==> config.mk <==
export PLATFORM = sky130hd
export DESIGN_NAME = status_led_pattern_controller
export DESIGN_NICKNAME = d
export VERILOG_FILES = /design/src/rtl/core/slpc_pkg.sv /design/src/rtl/core/slpc_in_stage.sv /design/src/rtl/core/slpc_engine.sv /design/src/rtl/core/slpc_out_stage.sv /design/src/rtl/core/status_led_pattern_controller.sv
export SDC_FILE = /design/constraint.sdc
export NUM_CORES = 1
export LEC_CHECK = 0
export BUFFER_PORTS_ARGS = -buffer_cell sky130_fd_sc_hd__buf_2
export CORE_MARGIN = 3
export CORE_UTILIZATION = 55
export CTS_CLUSTER_SIZE = 40
export DETAILED_ROUTE_END_ITERATION = 8
export GPL_TIMING_DRIVEN = 0
export PLACE_DENSITY = 0.83
export SYNTH_ARGS = -nofsm -noshare
export SYNTH_HDL_FRONTEND = slang
export SYNTH_SLANG_ARGS = --single-unit
export TNS_END_PERCENT = 30
==> constraint.sdc <==
create_clock -name clk -period 30.2 [get_ports clk]
set_input_delay 3.02 -clock clk [delete_from_list [all_inputs] [get_ports clk]]
set_output_delay 3.02 -clock clk [all_outputs]
set_load 0.02 [all_outputs]
==> src/rtl/core/slpc_pkg.sv <==
// Shared types, codes and constant tables of the status LED pattern controller.
// No dependencies; every module of the block imports this package.
`timescale 1ns / 1ps

package slpc_pkg;

  localparam int COLOR_W = 24;
  localparam int MS_W    = 16;
  localparam int COUNT_W = 8;
  localparam int PHASE_W = COUNT_W + 1;

  // Input item kinds.
  typedef enum logic [1:0] {
    MODE_TICK  = 2'd0,
    MODE_SET   = 2'd1,
    MODE_PULSE = 2'd2,
    MODE_FLASH = 2'd3
  } mode_t;

  // LED states; code 7 is unused and is treated as off.
  typedef enum logic [2:0] {
    ST_OFF     = 3'd0,
    ST_NET     = 3'd1,
    ST_MQTT    = 3'd2,
    ST_PULSING = 3'd3,
    ST_ERROR   = 3'd4,
    ST_RESET   = 3'd5,
    ST_RUNNING = 3'd6
  } led_state_t;

  localparam logic [2:0] STATE_CODE_UNUSED = 3'd7;

  localparam logic [MS_W-1:0]    FLASH_LEN_RESET = 16'd250;
  localparam logic [MS_W-1:0]    FLASH_ELAPSED_MAX = '1;
  localparam logic [COLOR_W-1:0] COLOR_BLACK  = 24'h000000;
  localparam logic [COLOR_W-1:0] COLOR_WHITE  = 24'hFFFFFF;
  localparam logic [COLOR_W-1:0] COLOR_ORANGE = 24'hFFA500;
  localparam logic [COLOR_W-1:0] COLOR_YELLOW = 24'hFFFF00;
  localparam logic [COLOR_W-1:0] COLOR_RED    = 24'hFF0000;
  localparam logic [COLOR_W-1:0] COLOR_TEAL   = 24'h008080;
  localparam logic [COLOR_W-1:0] COLOR_PURPLE = 24'h800080;

  // One input item.
  typedef struct packed {
    logic [1:0]         mode;
    logic [2:0]         new_state;
    logic [COUNT_W-1:0] pulse_count;
    logic [COLOR_W-1:0] pulse_color;
    logic [MS_W-1:0]    on_time_ms;
    logic [MS_W-1:0]    off_time_ms;
    logic [2:0]         final_state;
  } item_t;

  // One result item.
  typedef struct packed {
    logic [COLOR_W-1:0] led_color;
    logic [2:0]         led_mode;
    logic               flash_on;
  } result_t;

  // Map a raw state code onto a state; the unused code means off.
  function automatic led_state_t clean_state(input logic [2:0] code);
    led_state_t s;
    if (code == STATE_CODE_UNUSED) begin
      s = ST_OFF;
    end else begin
      s = led_state_t'(code);
    end
    return s;
  endfunction

  // Colour of the on phase of each blink state.
  function automatic logic [COLOR_W-1:0] blink_color(input led_state_t s);
    logic [COLOR_W-1:0] c;
    unique case (s)
      ST_NET:     c = COLOR_ORANGE;
      ST_MQTT:    c = COLOR_YELLOW;
      ST_ERROR:   c = COLOR_RED;
      ST_RESET:   c = COLOR_TEAL;
      ST_RUNNING: c = COLOR_PURPLE;
      default:    c = COLOR_BLACK;
    endcase
    return c;
  endfunction

  // Toggle interval in milliseconds of each blink state.
  function automatic logic [MS_W-1:0] blink_ms(input led_state_t s);
    logic [MS_W-1:0] t;
    unique case (s)
      ST_NET:     t = 16'd300;
      ST_MQTT:    t = 16'd200;
      ST_ERROR:   t = 16'd150;
      ST_RESET:   t = 16'd250;
      ST_RUNNING: t = 16'd1000;
      default:    t = 16'd0;
    endcase
    return t;
  endfunction

endpackage

==> src/rtl/core/slpc_in_stage.sv <==
// Input register of the status LED pattern controller.
// Depends on slpc_pkg for the item type.
`timescale 1ns / 1ps

module slpc_in_stage (
  input  logic            clk,
  input  logic            rst,
  input  logic            item_valid,
  output logic            item_stall,
  input  slpc_pkg::item_t item,
  input  logic            take,
  output logic            full,
  output slpc_pkg::item_t item_q
);
  import slpc_pkg::*;

  logic accept;

  // The register can refill in the same cycle that its item moves on.
  assign item_stall = full && !take;
  assign accept     = item_valid && !item_stall;

  // Occupancy flag.
  always_ff @(posedge clk) begin
    if (rst) begin
      full <= 1'b0;
    end else if (accept) begin
      full <= 1'b1;
    end else if (take) begin
      full <= 1'b0;
    end
  end

  // Captured item; holds while waiting for the engine.
  always_ff @(posedge clk) begin
    if (accept) begin
      item_q <= item;
    end
  end

endmodule

==> src/rtl/core/slpc_engine.sv <==
// State registers and combinational update logic of the LED pattern engine.
// Depends on slpc_pkg for item, result and state types and the colour tables.
`timescale 1ns / 1ps

module slpc_engine #(
  parameter int TIMER_WIDTH = 16
) (
  input  logic              clk,
  input  logic              rst,
  input  logic              step,
  input  slpc_pkg::item_t   item,
  input  logic [15:0]       flash_length_ms,
  output slpc_pkg::result_t result_d
);
  import slpc_pkg::*;

  localparam int CMP_W = (TIMER_WIDTH > MS_W) ? TIMER_WIDTH : MS_W;
  localparam logic [TIMER_WIDTH-1:0] TIMER_MAX = '1;
  // A state entry can chain at most three times: requested state, the state
  // restored after a flash, and the final state of a finished sequence.
  localparam int SETTLE_STEPS = 3;

  led_state_t             cur_state,     cur_state_next;
  led_state_t             saved_state,   saved_state_next;
  logic                   flash_active,  flash_active_next;
  logic [MS_W-1:0]        flash_elapsed, flash_elapsed_next;
  logic [TIMER_WIDTH-1:0] phase_elapsed, phase_elapsed_next;
  logic                   phase_on,      phase_on_next;
  logic [PHASE_W-1:0]     phases_done,   phases_done_next;
  logic [PHASE_W-1:0]     phases_total,  phases_total_next;
  logic [COLOR_W-1:0]     seq_color,     seq_color_next;
  logic [MS_W-1:0]        seq_on_ms,     seq_on_ms_next;
  logic [MS_W-1:0]        seq_off_ms,    seq_off_ms_next;
  led_state_t             seq_final,     seq_final_next;
  logic [COLOR_W-1:0]     shown_color,   shown_color_next;

  // A phase is due once its interval has run out or the timer is saturated.
  function automatic logic phase_due(input logic [TIMER_WIDTH-1:0] el,
                                     input logic [MS_W-1:0] iv);
    return (CMP_W'(el) >= CMP_W'(iv)) || (el == TIMER_MAX);
  endfunction

  // Next state: apply the item, then settle any chained state entries.
  always_comb begin
    logic       pend;
    logic       upd;
    led_state_t tgt;

    cur_state_next     = cur_state;
    saved_state_next   = saved_state;
    flash_active_next  = flash_active;
    flash_elapsed_next = flash_elapsed;
    phase_elapsed_next = phase_elapsed;
    phase_on_next      = phase_on;
    phases_done_next   = phases_done;
    phases_total_next  = phases_total;
    seq_color_next     = seq_color;
    seq_on_ms_next     = seq_on_ms;
    seq_off_ms_next    = seq_off_ms;
    seq_final_next     = seq_final;
    shown_color_next   = shown_color;
    pend = 1'b0;
    upd  = 1'b0;
    tgt  = ST_OFF;

    unique case (mode_t'(item.mode))
      MODE_TICK: begin
        if (phase_elapsed != TIMER_MAX) begin
          phase_elapsed_next = phase_elapsed + 1'b1;
        end
        if (flash_active && (flash_elapsed != FLASH_ELAPSED_MAX)) begin
          flash_elapsed_next = flash_elapsed + 1'b1;
        end
        upd = 1'b1;
      end
      MODE_SET: begin
        pend = 1'b1;
        tgt  = clean_state(item.new_state);
      end
      MODE_PULSE: begin
        phases_total_next = {item.pulse_count, 1'b0};
        phases_done_next  = '0;
        seq_color_next    = item.pulse_color;
        seq_on_ms_next    = item.on_time_ms;
        seq_off_ms_next   = item.off_time_ms;
        seq_final_next    = clean_state(item.final_state);
        pend = 1'b1;
        tgt  = ST_PULSING;
      end
      MODE_FLASH: begin
        if (!flash_active) begin
          flash_active_next  = 1'b1;
          flash_elapsed_next = '0;
          saved_state_next   = cur_state;
        end
      end
      default: ;
    endcase

    for (int i = 0; i < SETTLE_STEPS; i++) begin
      // State entry: restart the phase timer so the first phase fires at once.
      if (pend) begin
        pend = 1'b0;
        if (tgt != cur_state_next) begin
          cur_state_next     = tgt;
          phase_elapsed_next = TIMER_MAX;
          phase_on_next      = 1'b0;
          if (tgt != ST_PULSING) begin
            phases_done_next  = '0;
            phases_total_next = '0;
          end
          upd = 1'b1;
        end
      end
      // LED update.
      if (upd) begin
        upd = 1'b0;
        if (flash_active_next) begin
          if (flash_elapsed_next < flash_length_ms) begin
            shown_color_next = COLOR_WHITE;
          end else begin
            flash_active_next = 1'b0;
            pend = 1'b1;
            tgt  = saved_state_next;
          end
        end else begin
          unique case (cur_state_next) inside
            ST_OFF: begin
              shown_color_next = COLOR_BLACK;
            end
            ST_PULSING: begin
              if (phases_done_next >= phases_total_next) begin
                pend = 1'b1;
                tgt  = seq_final_next;
              end else if (phase_due(phase_elapsed_next,
                                     phase_on_next ? seq_on_ms_next : seq_off_ms_next)) begin
                phase_elapsed_next = '0;
                phase_on_next      = !phase_on_next;
                shown_color_next   = phase_on_next ? seq_color_next : COLOR_BLACK;
                phases_done_next   = phases_done_next + 1'b1;
              end
            end
            ST_NET, ST_MQTT, ST_ERROR, ST_RESET, ST_RUNNING: begin
              if (phase_due(phase_elapsed_next, blink_ms(cur_state_next))) begin
                phase_elapsed_next = '0;
                phase_on_next      = !phase_on_next;
                shown_color_next   = phase_on_next ? blink_color(cur_state_next)
                                                   : COLOR_BLACK;
              end
            end
            default: ;
          endcase
        end
      end
    end
  end

  // Result of the item being applied.
  always_comb begin
    result_d.led_color = shown_color_next;
    result_d.led_mode  = cur_state_next;
    result_d.flash_on  = flash_active_next;
  end

  // State registers advance once per item.
  always_ff @(posedge clk) begin
    if (rst) begin
      cur_state     <= ST_OFF;
      saved_state   <= ST_OFF;
      flash_active  <= 1'b0;
      flash_elapsed <= '0;
      phase_elapsed <= TIMER_MAX;
      phase_on      <= 1'b0;
      phases_done   <= '0;
      phases_total  <= '0;
      seq_color     <= COLOR_BLACK;
      seq_on_ms     <= '0;
      seq_off_ms    <= '0;
      seq_final     <= ST_OFF;
      shown_color   <= COLOR_BLACK;
    end else if (step) begin
      cur_state     <= cur_state_next;
      saved_state   <= saved_state_next;
      flash_active  <= flash_active_next;
      flash_elapsed <= flash_elapsed_next;
      phase_elapsed <= phase_elapsed_next;
      phase_on      <= phase_on_next;
      phases_done   <= phases_done_next;
      phases_total  <= phases_total_next;
      seq_color     <= seq_color_next;
      seq_on_ms     <= seq_on_ms_next;
      seq_off_ms    <= seq_off_ms_next;
      seq_final     <= seq_final_next;
      shown_color   <= shown_color_next;
    end
  end

endmodule

==> src/rtl/core/slpc_out_stage.sv <==
// Result register of the status LED pattern controller.
// Depends on slpc_pkg for the result type.
`timescale 1ns / 1ps

module slpc_out_stage (
  input  logic              clk,
  input  logic              rst,
  input  logic              load,
  input  slpc_pkg::result_t result_d,
  output logic              ready,
  output logic              result_valid,
  input  logic              result_stall,
  output slpc_pkg::result_t result
);
  import slpc_pkg::*;

  // The register can take a new result when empty or when its result leaves.
  assign ready = !result_valid || !result_stall;

  always_ff @(posedge clk) begin
    if (rst) begin
      result_valid <= 1'b0;
    end else if (ready) begin
      result_valid <= load;
    end
  end

  always_ff @(posedge clk) begin
    if (load) begin
      result <= result_d;
    end
  end

endmodule

==> src/rtl/core/status_led_pattern_controller.sv <==
// Status LED pattern controller: input register, pattern engine, result register.
// Depends on slpc_pkg, slpc_in_stage, slpc_engine and slpc_out_stage.
//
// Usage:
//   Items arrive on item / item_valid / item_stall: a 1 ms tick, a state change,
//   a pulse sequence start or an action flash. Each transfer yields exactly one
//   result on result / result_valid / result_stall: the LED colour, the LED state
//   and the flash flag after that item.
//   The flash length register is written on cfg_data / cfg_valid / cfg_ready;
//   cfg_ready is always high. Write it only while no item is in flight.
//   Path: input register, then result register, which loads only when it is ready.
//   Throughput: one item per cycle while results are not stalled; the whole
//   state update, including chained state entries, is one pass of logic between
//   the input and result registers. Stalls: a valid result holds in the result
//   register while result_stall is high; the input register still takes one more
//   item, and item_stall rises only when both registers are full.
//   Reset (rst, synchronous): both registers empty, LED off and black, flash
//   idle, flash length 250 ms. No clearing pass is needed.
`timescale 1ns / 1ps

module status_led_pattern_controller #(
  parameter int TIMER_WIDTH = 16
) (
  input  logic              clk,
  input  logic              rst,
  input  logic              item_valid,
  output logic              item_stall,
  input  slpc_pkg::item_t   item,
  output logic              result_valid,
  input  logic              result_stall,
  output slpc_pkg::result_t result,
  input  logic              cfg_valid,
  output logic              cfg_ready,
  input  logic [15:0]       cfg_data
);
  import slpc_pkg::*;

  logic            in_full;
  logic            out_ready;
  logic            step;
  item_t           item_q;
  result_t         result_d;
  logic [MS_W-1:0] flash_length_ms;

  // Configuration register: always ready.
  assign cfg_ready = 1'b1;

  always_ff @(posedge clk) begin
    if (rst) begin
      flash_length_ms <= FLASH_LEN_RESET;
    end else if (cfg_valid && cfg_ready) begin
      flash_length_ms <= cfg_data;
    end
  end

  // An item is applied when it is held and the result register can take it.
  assign step = in_full && out_ready;

  slpc_in_stage u_in (
    .clk        (clk),
    .rst        (rst),
    .item_valid (item_valid),
    .item_stall (item_stall),
    .item       (item),
    .take       (step),
    .full       (in_full),
    .item_q     (item_q)
  );

  slpc_engine #(
    .TIMER_WIDTH (TIMER_WIDTH)
  ) u_engine (
    .clk             (clk),
    .rst             (rst),
    .step            (step),
    .item            (item_q),
    .flash_length_ms (flash_length_ms),
    .result_d        (result_d)
  );

  slpc_out_stage u_out (
    .clk          (clk),
    .rst          (rst),
    .load         (step),
    .result_d     (result_d),
    .ready        (out_ready),
    .result_valid (result_valid),
    .result_stall (result_stall),
    .result       (result)
  );

endmodule

* Word level (Yosys, flattened, before mapping)
Cells that the tools add are included.
Storage, ports and cells: register bits 259, bits of input ports 93, output and inout bits 31, logic and storage cells 287
Cells by class: $add $sub $neg 5, order comparisons 10, eq/ne operators 34, multiplexer cells 185, reductions and logical operators 27
Operators with widths (count):
- $mux W16 | 39
- $mux W24 | 25
- $pmux W24 S5 | 3
- $mux W9 | 35
- $pmux W24 S3 | 3
- $pmux W10 S5 | 3
- $pmux W16 S2 | 4
- $ge A16 B16 Y1 | 6
- $mux W3 | 21
- $eq A16 B16 Y1 const B | 3
- $mux W1 | 48
- $eq A3 B3 Y1 const B | 11
- $add A16 B1 Y16 const B | 2
- $ne A16 B16 Y1 const B | 2
- $add A9 B1 Y9 const B | 3
- $ge A9 B9 Y1 | 3
- $eq A3 B2 Y1 const B | 6
- $lt A16 B16 Y1 | 1
- $reduce_or A5 Y1 | 3
- $eq A3 B1 Y1 const B | 3
- $logic_not A3 Y1 | 3
- $ne A3 B2 Y1 const B | 3
- $ne A3 B3 Y1 | 3
- $logic_not A1 Y1 | 7
- other kinds (9) | 21

* Logic depth before layout (Yosys ltp)
depth after elaboration 37, depth in mapped cells 56, depth with buffers taken out 50

* By module
From an unflattened synthesis, not the netlist that was laid out.
Second synthesis, totals: cells, all modules 2137, area, all modules 18645.4 sq um
Modules (own cells, without submodules):
- slpc_engine | times used 1, cells an instance 1974, area an instance 14941.8 sq um, sequential area each 2822.7 sq um
- slpc_in_stage | times used 1, cells an instance 76, area an instance 2212.1 sq um, sequential area each 2182.1 sq um
- slpc_out_stage | times used 1, cells an instance 32, area an instance 873.3 sq um, sequential area each 860.8 sq um
- status_led_pattern_controller | times used 1, cells an instance 55, area an instance 618.1 sq um, sequential area each 320.3 sq um

* Least setup slack after synthesis
No wires, ideal clock.
path kind register to register, start point reg, netlist name u_in.item_q[70], end point reg u_engine.phase_elapsed[10], library setup time 0.060 ns, arrival 11.497 ns, required time 30.140 ns, slack 18.643 ns, cell stages (with the launch flop) 54, path buffers 10, clock period less this slack 11.557 ns, path through edfxtp_1 inv_1 ha_1 clkbuf_1 buf_1 clkbuf_1 buf_1 buf_1 mux2i_1 nor2_1 inv_1 ha_1 nand2_1 o21ai_0 a21oi_1 nor4_1 o21ai_0 and4_1 [18 not listed] o21ai_4 buf_6 mux4_2 ha_1 nand2b_1 a21o_1 a21o_1 a21o_1 a21o_1 a211oi_1 o21bai_1 a221o_1 and2_1 o311ai_1 o31ai_2 a211oi_2 buf_4 a221o_1
Between the ends: cells in the longest elaborated chain, start to end 36, elaborated cells between the ends (all ways) 188, classes of those cells 2 x add/sub; 10 x order compare; 30 x eq/ne; 133 x mux; 13 x reduce/logical
Ends and longest elaborated chain:
- $eq A2 B2 Y1 / $eq A2 B1 Y1 (equally long branches) | RTL line slpc_engine.sv:66 | unique case (mode_t'(item.mode))
- $pmux W3 S2 | RTL line slpc_engine.sv:66
- $ne A3 B3 Y1 | RTL line slpc_engine.sv:104 | if (tgt != cur_state_next) begin
- $mux W3 | RTL line slpc_engine.sv:104
- $mux W3 | RTL line slpc_engine.sv:102 | if (pend) begin
- $eq A3 B3 Y1, or another cell as far along | RTL line slpc_pkg.sv:89 | unique case (s)
- $pmux W10 S5 | RTL line slpc_pkg.sv:89
- $mux W16 | RTL line slpc_engine.sv:127 | unique case (cur_state_next) inside
- [20 not listed]
- $mux W16 | RTL line slpc_engine.sv:136 | phase_on_next ? seq_on_ms_next : seq_off_ms_next)) begin
- $ge A16 B16 Y1 | RTL line slpc_engine.sv:40 | return (CMP_W'(el) >= CMP_W'(iv)) || (el == TIMER_MAX);
- $logic_or A1 B1 Y1 | RTL line slpc_engine.sv:40
- $mux W16 | RTL line slpc_engine.sv:135 | end else if (phase_due(phase_elapsed_next,
- $mux W16 | RTL line slpc_engine.sv:132 | if (phases_done_next >= phases_total_next) begin
- $pmux W16 S2 | RTL line slpc_engine.sv:127
- $mux W16 | RTL line slpc_engine.sv:118 | if (flash_active_next) begin
- $mux W16 (*) | RTL line slpc_engine.sv:116 | if (upd) begin
- end signal: assignment | RTL line slpc_engine.sv:186 | phase_elapsed <= phase_elapsed_next;
- end: declaration | RTL line slpc_engine.sv:27 | logic [TIMER_WIDTH-1:0] phase_elapsed, phase_elapsed_next;
Every way passes the cells marked *; elsewhere a longest branch is shown, timed or not. The select of a mux whose other input is x is not followed. A chain may end at the register's enable or synchronous reset.

==> summary.md <==
Along the worst path, the maximum fanout reaches 10. Path category of the worst min-delay check: flop to flop. Among all flip-flop cells after synthesis, the most frequent one is sky130_fd_sc_hd__dfxtp_1. The run gives 1 as the depth of the CTS H-tree. The logs give 29 for the clock buffer count from CTS and 32,870 µm² for the placeable core area. The initial antenna violation count was 1. 124 I/O pins were placed.

The path depth of the worst reg2reg path came out at 52. Counting every instance in the synthesized netlist gives 2,150. The logs give 14.01 ns for the slack of the worst reg-to-reg path and 35,860 µm² for the die outline area. The mean instance size in the synthesized netlist is 8.602 µm².

The area growth from synthesis to layout is 11.96%. Dividing the detail-routed via count by the number of cells gives 6.521. After clock tree synthesis, the setup repair step added 0 buffers.

Static timing analysis puts the maximum clock frequency at 0.06177 GHz. The relative max-transition margin is 5.410%. Tracing the worst setup path back leads to its startpoint at u_in.item_q[70]. The root buffer cell chosen for the clock tree is sky130_fd_sc_hd__clkbuf_16.

The tools report the net count of the mapped netlist as 2,377. The pin count of the biggest net entering global routing is 36, and the number of nets in the final layout is 2,531. In the layout the commonest cells are sky130_fd_sc_hd__nand2_1 (290), sky130_fd_sc_hd__a21oi_1 (178), sky130_fd_sc_hd__nor2_1 (171), sky130_fd_sc_hd__dfxtp_1 (159), sky130_fd_sc_hd__ha_1 (134). Cells with a size suffix above 1 make up 12.72% of the layout.

For this run, the slowest stage of the critical path takes 0.77 ns. In this run, the number of DRC markers left after iteration 0 of detailed routing was 1,903. The critical path in this run is classified as flop to flop. The count of nets left with antenna violations once routing finished came out at 0.

Cell area after synthesis: 18,490 µm². Setup repair after global routing left no endpoint under its margin. The clock-pin slew reported for the worst setup and hold paths after clock tree synthesis was 0.06 ns. The logs give 5 for the first-pass detailed-route iteration total and 101 for the count of distinct cell types in the synthesized netlist.

Counting tap cells, the placed design contains a total of 2,715 instances. Across the VDD grid, the largest voltage drop is 0.00004837 V. Data on the critical path is required at its endpoint by 30.60 ns.

Across every metal layer, demand over resource in global routing totals 32.33%. The power consumption is 1.166 mW. The logs give 0 for the aggregate global routing overflow and 17,640 for the number of global-route vias before repair.

Timing endpoint of the critical path: u_out.result[4]. In this run, post-CTS hold repair placed 0 buffers. The slew at the pin closest to its max-slew limit was 1.407 ns; the starting density of the core was 56.27%. Final HPWL from detailed placement: 46,460 µm. Of all flip-flops after synthesis, the portion carrying an async set or reset was 0%. The time the worst path needs with I/O delays and setup was 16.19 ns. The cell type of the slowest stage on the worst timing path is sky130_fd_sc_hd__buf_1. The worst setup path is launched from a flop. The routability-driven placement congestion ratio is 1.006, and the number of enable-type register cells in the synthesized netlist is 100. In the final routed layout, each cell accounts on average for 21.65 µm. Beginning of the worst register-to-register path: u_in.item_q[70]. Cells fill 63.00% of the core in the end. The sequential fraction of the synthesis area was 33.45%.

Data on the critical path arrives at its endpoint at 16.59 ns. The total of buffers placed on input and output ports is 120, and the final number of setup-violating endpoints is 0. The tools report the number of placement rows as 66.

The tools report the max-slew violation total from the final report as 0. The library cell used most frequently in the layout, excluding fill and tap cells, is sky130_fd_sc_hd__nand2_1. The total power density per cell area was 56.30 nW/µm².

For the static leakage power, the log shows 8.058 nW. The insertion delay of the later-clocked pin in the worst-skew pair is 0.59 ns. The tools report the worst hold slack as 0.4584 ns. The run gives 93,110 µm as the wire length of the first global-routing pass. For the final routed database, the setup TNS stands at 0 ns.

The run gives 59,970 µm as the aggregate routed wire length. Capturing point of the worst reg2reg path: u_out.result[4]. The number of max-capacitance violations reported is 0, and the number of clock sinks is 259.

Once layout is complete, the cells apart from fillers number 2,770. For the via count of the routed design, the log shows 18,060. The portion of the clock cycle consumed by the worst path in the final layout is 53.61%, and the maximum clock skew at final layout is 0.04069 ns. The run finished with clean final reports. The vertical die dimension came out at 189.4 µm. The number of hold-slack violations in the final timing report is 0, and the horizontal extent of the die is 189.4 µm. The run gives 0 as the number of gates given a new drive strength after cts. The deepest clock path buffer count was 3. The nature of the critical path endpoint was a flop. TritonCTS built the clock tree.

The number of flip-flops and latches in the synthesized netlist was 259. The yosys synthesis warning count is 0, and the number of remaining DRC errors is 0.
kinds of logic (layout without fill, tap and decap cells):
group / count (synthesis) / after routing / share of synthesized area [%]
xor gates and xnor gates: 27 / 27 / 1.279
muxes: 118 / 118 / 9.769
AOI/OAI and AO/OA: 611 / 611 / 22.13
buffers and inverters: 247 / 424 / 5.250
DFF: 259 / 259 / 33.45
other: 1 / 2 / 0.02028
adders and majority gates: 134 / 134 / 9.066
and+or+nand+nor: 753 / 753 / 19.04
metrics by stage:
stage | instance area [µm²] | setup slack (ns)
3_5_place_dp | 19720 | 14.58
6_report | 20710 | 14.01
3_3_place_gp | 19650 | 14.59
5_1_grt | 20700 | 13.21
4_1_cts | 20700 | 14.57
2_1_floorplan | 18490 | 18.64
synthesized netlist by cell type, types with 5 or more instances:
library cell               instances  share of area [%]
sky130_fd_sc_hd__nand2b_1         20               0.68
sky130_fd_sc_hd__a21boi_0          8               0.32
sky130_fd_sc_hd__nand4_1          32                1.1
sky130_fd_sc_hd__o211ai_1         24               0.97
sky130_fd_sc_hd__buf_2            12               0.32
sky130_fd_sc_hd__nor3_1           58                1.6
sky130_fd_sc_hd__nor4_1           10               0.34
sky130_fd_sc_hd__a211o_1          11               0.52
sky130_fd_sc_hd__xor2_1           10               0.47
sky130_fd_sc_hd__a211oi_1         44                1.8
sky130_fd_sc_hd__dfxtp_1         159                 17
sky130_fd_sc_hd__ha_1            134                9.1
sky130_fd_sc_hd__or3_1            14               0.47
sky130_fd_sc_hd__a221o_1          16               0.87
sky130_fd_sc_hd__and4_1            5               0.24
sky130_fd_sc_hd__a21oi_1         178                4.8
sky130_fd_sc_hd__mux4_2           46                5.6
sky130_fd_sc_hd__o211a_1           6               0.32
sky130_fd_sc_hd__or2_2            11               0.37
sky130_fd_sc_hd__o32ai_1          15               0.71
sky130_fd_sc_hd__o21ai_0         113                3.1
sky130_fd_sc_hd__mux2_2           14               0.85
sky130_fd_sc_hd__nor2_1          171                3.5
sky130_fd_sc_hd__nand2_1         290                5.9
sky130_fd_sc_hd__a21o_1           34                1.4
sky130_fd_sc_hd__a31oi_1          41                1.4
sky130_fd_sc_hd__nor2b_1          19               0.64
sky130_fd_sc_hd__o22ai_1          10               0.34
sky130_fd_sc_hd__clkbuf_1         92                1.9
sky130_fd_sc_hd__inv_1           116                2.4
sky130_fd_sc_hd__and3_1           19               0.64
sky130_fd_sc_hd__o31ai_1          17               0.69
sky130_fd_sc_hd__nand3_1          54                1.5
sky130_fd_sc_hd__edfxtp_1        100                 16
sky130_fd_sc_hd__o21a_1           17               0.69
sky130_fd_sc_hd__and2_1           20               0.68
sky130_fd_sc_hd__buf_1            16               0.32
sky130_fd_sc_hd__mux2i_1          56                3.0
sky130_fd_sc_hd__xnor2_1          17               0.81
sky130_fd_sc_hd__a221oi_1          5               0.24
cell type report:
type / instances / area (µm²)
fill: 2835 / 12160
multi-input combinational: 1644 / 11340
sequential: 259 / 6186
clock buffer: 37 / 785.8
timing repair buffer: 123 / 668.1
tap: 442 / 553.0
buffer: 127 / 521.8
inverter: 120 / 450.4
clock inverter: 17 / 193.9
antenna: 1 / 2.502
worst max-delay path, delay by kind of cell, from the launching register on:
family                   cells  cell delay [ns]
flip-flops                   1             0.42
adder cells (fa/ha/maj)      4             1.29
AND/OR/NAND/NOR             16             4.40
multiplexers                 1             0.16
AO/OA/AOI/OAI               19             4.53
buffers and inverters       12             5.21
state kept, by name, summed over array words and instances, names as in the netlist, 9 cells and up:
signal / cells
u_engine.phases_total: 9
u_engine.shown_color: 24
u_engine.seq_on_ms: 16
flash_length_ms: 16
u_engine.phases_done: 9
u_engine.seq_off_ms: 16
u_out.result: 28
u_engine.flash_elapsed: 16
u_engine.seq_color: 24
u_engine.phase_elapsed: 16
u_in.item_q: 72
routing by layer:
layer	global-route usage [%]	wire, µm	share of wire, %	up-vias
met5	0	0	0	-
met4	16.63	3406	5.7	0
met3	5.684	5313	8.9	247
met2	53.11	27570	46	1030
met1	40.97	23690	39	8504
li1	-	-	-	8281
where the power goes:
part | internal, mW | switching [mW]
logic | 0.141 | 0.257
registers | 0.389 | 0.0135
clock network | 0.217 | 0.148
total | 0.747 | 0.418
worst min path at each step:
| stage | start | end | cells after the start |
|---|---|---|---|
| after detailed placement | u_engine.phases_total[6] | u_engine.phases_total[6] | 2 |
| after global placement | u_engine.phases_total[2] | u_engine.phases_total[2] | 2 |
| after global routing | u_engine.phases_total[7] | u_engine.phases_total[7] | 2 |
| after CTS | u_engine.phases_total[6] | u_engine.phases_total[6] | 2 |
| after floorplan | u_engine.phases_total[1] | u_engine.phases_total[1] | 2 |
| final | u_engine.phases_total[4] | u_engine.phases_total[4] | 2 |
No activity file was read; power rests on OpenSTA's default activity.
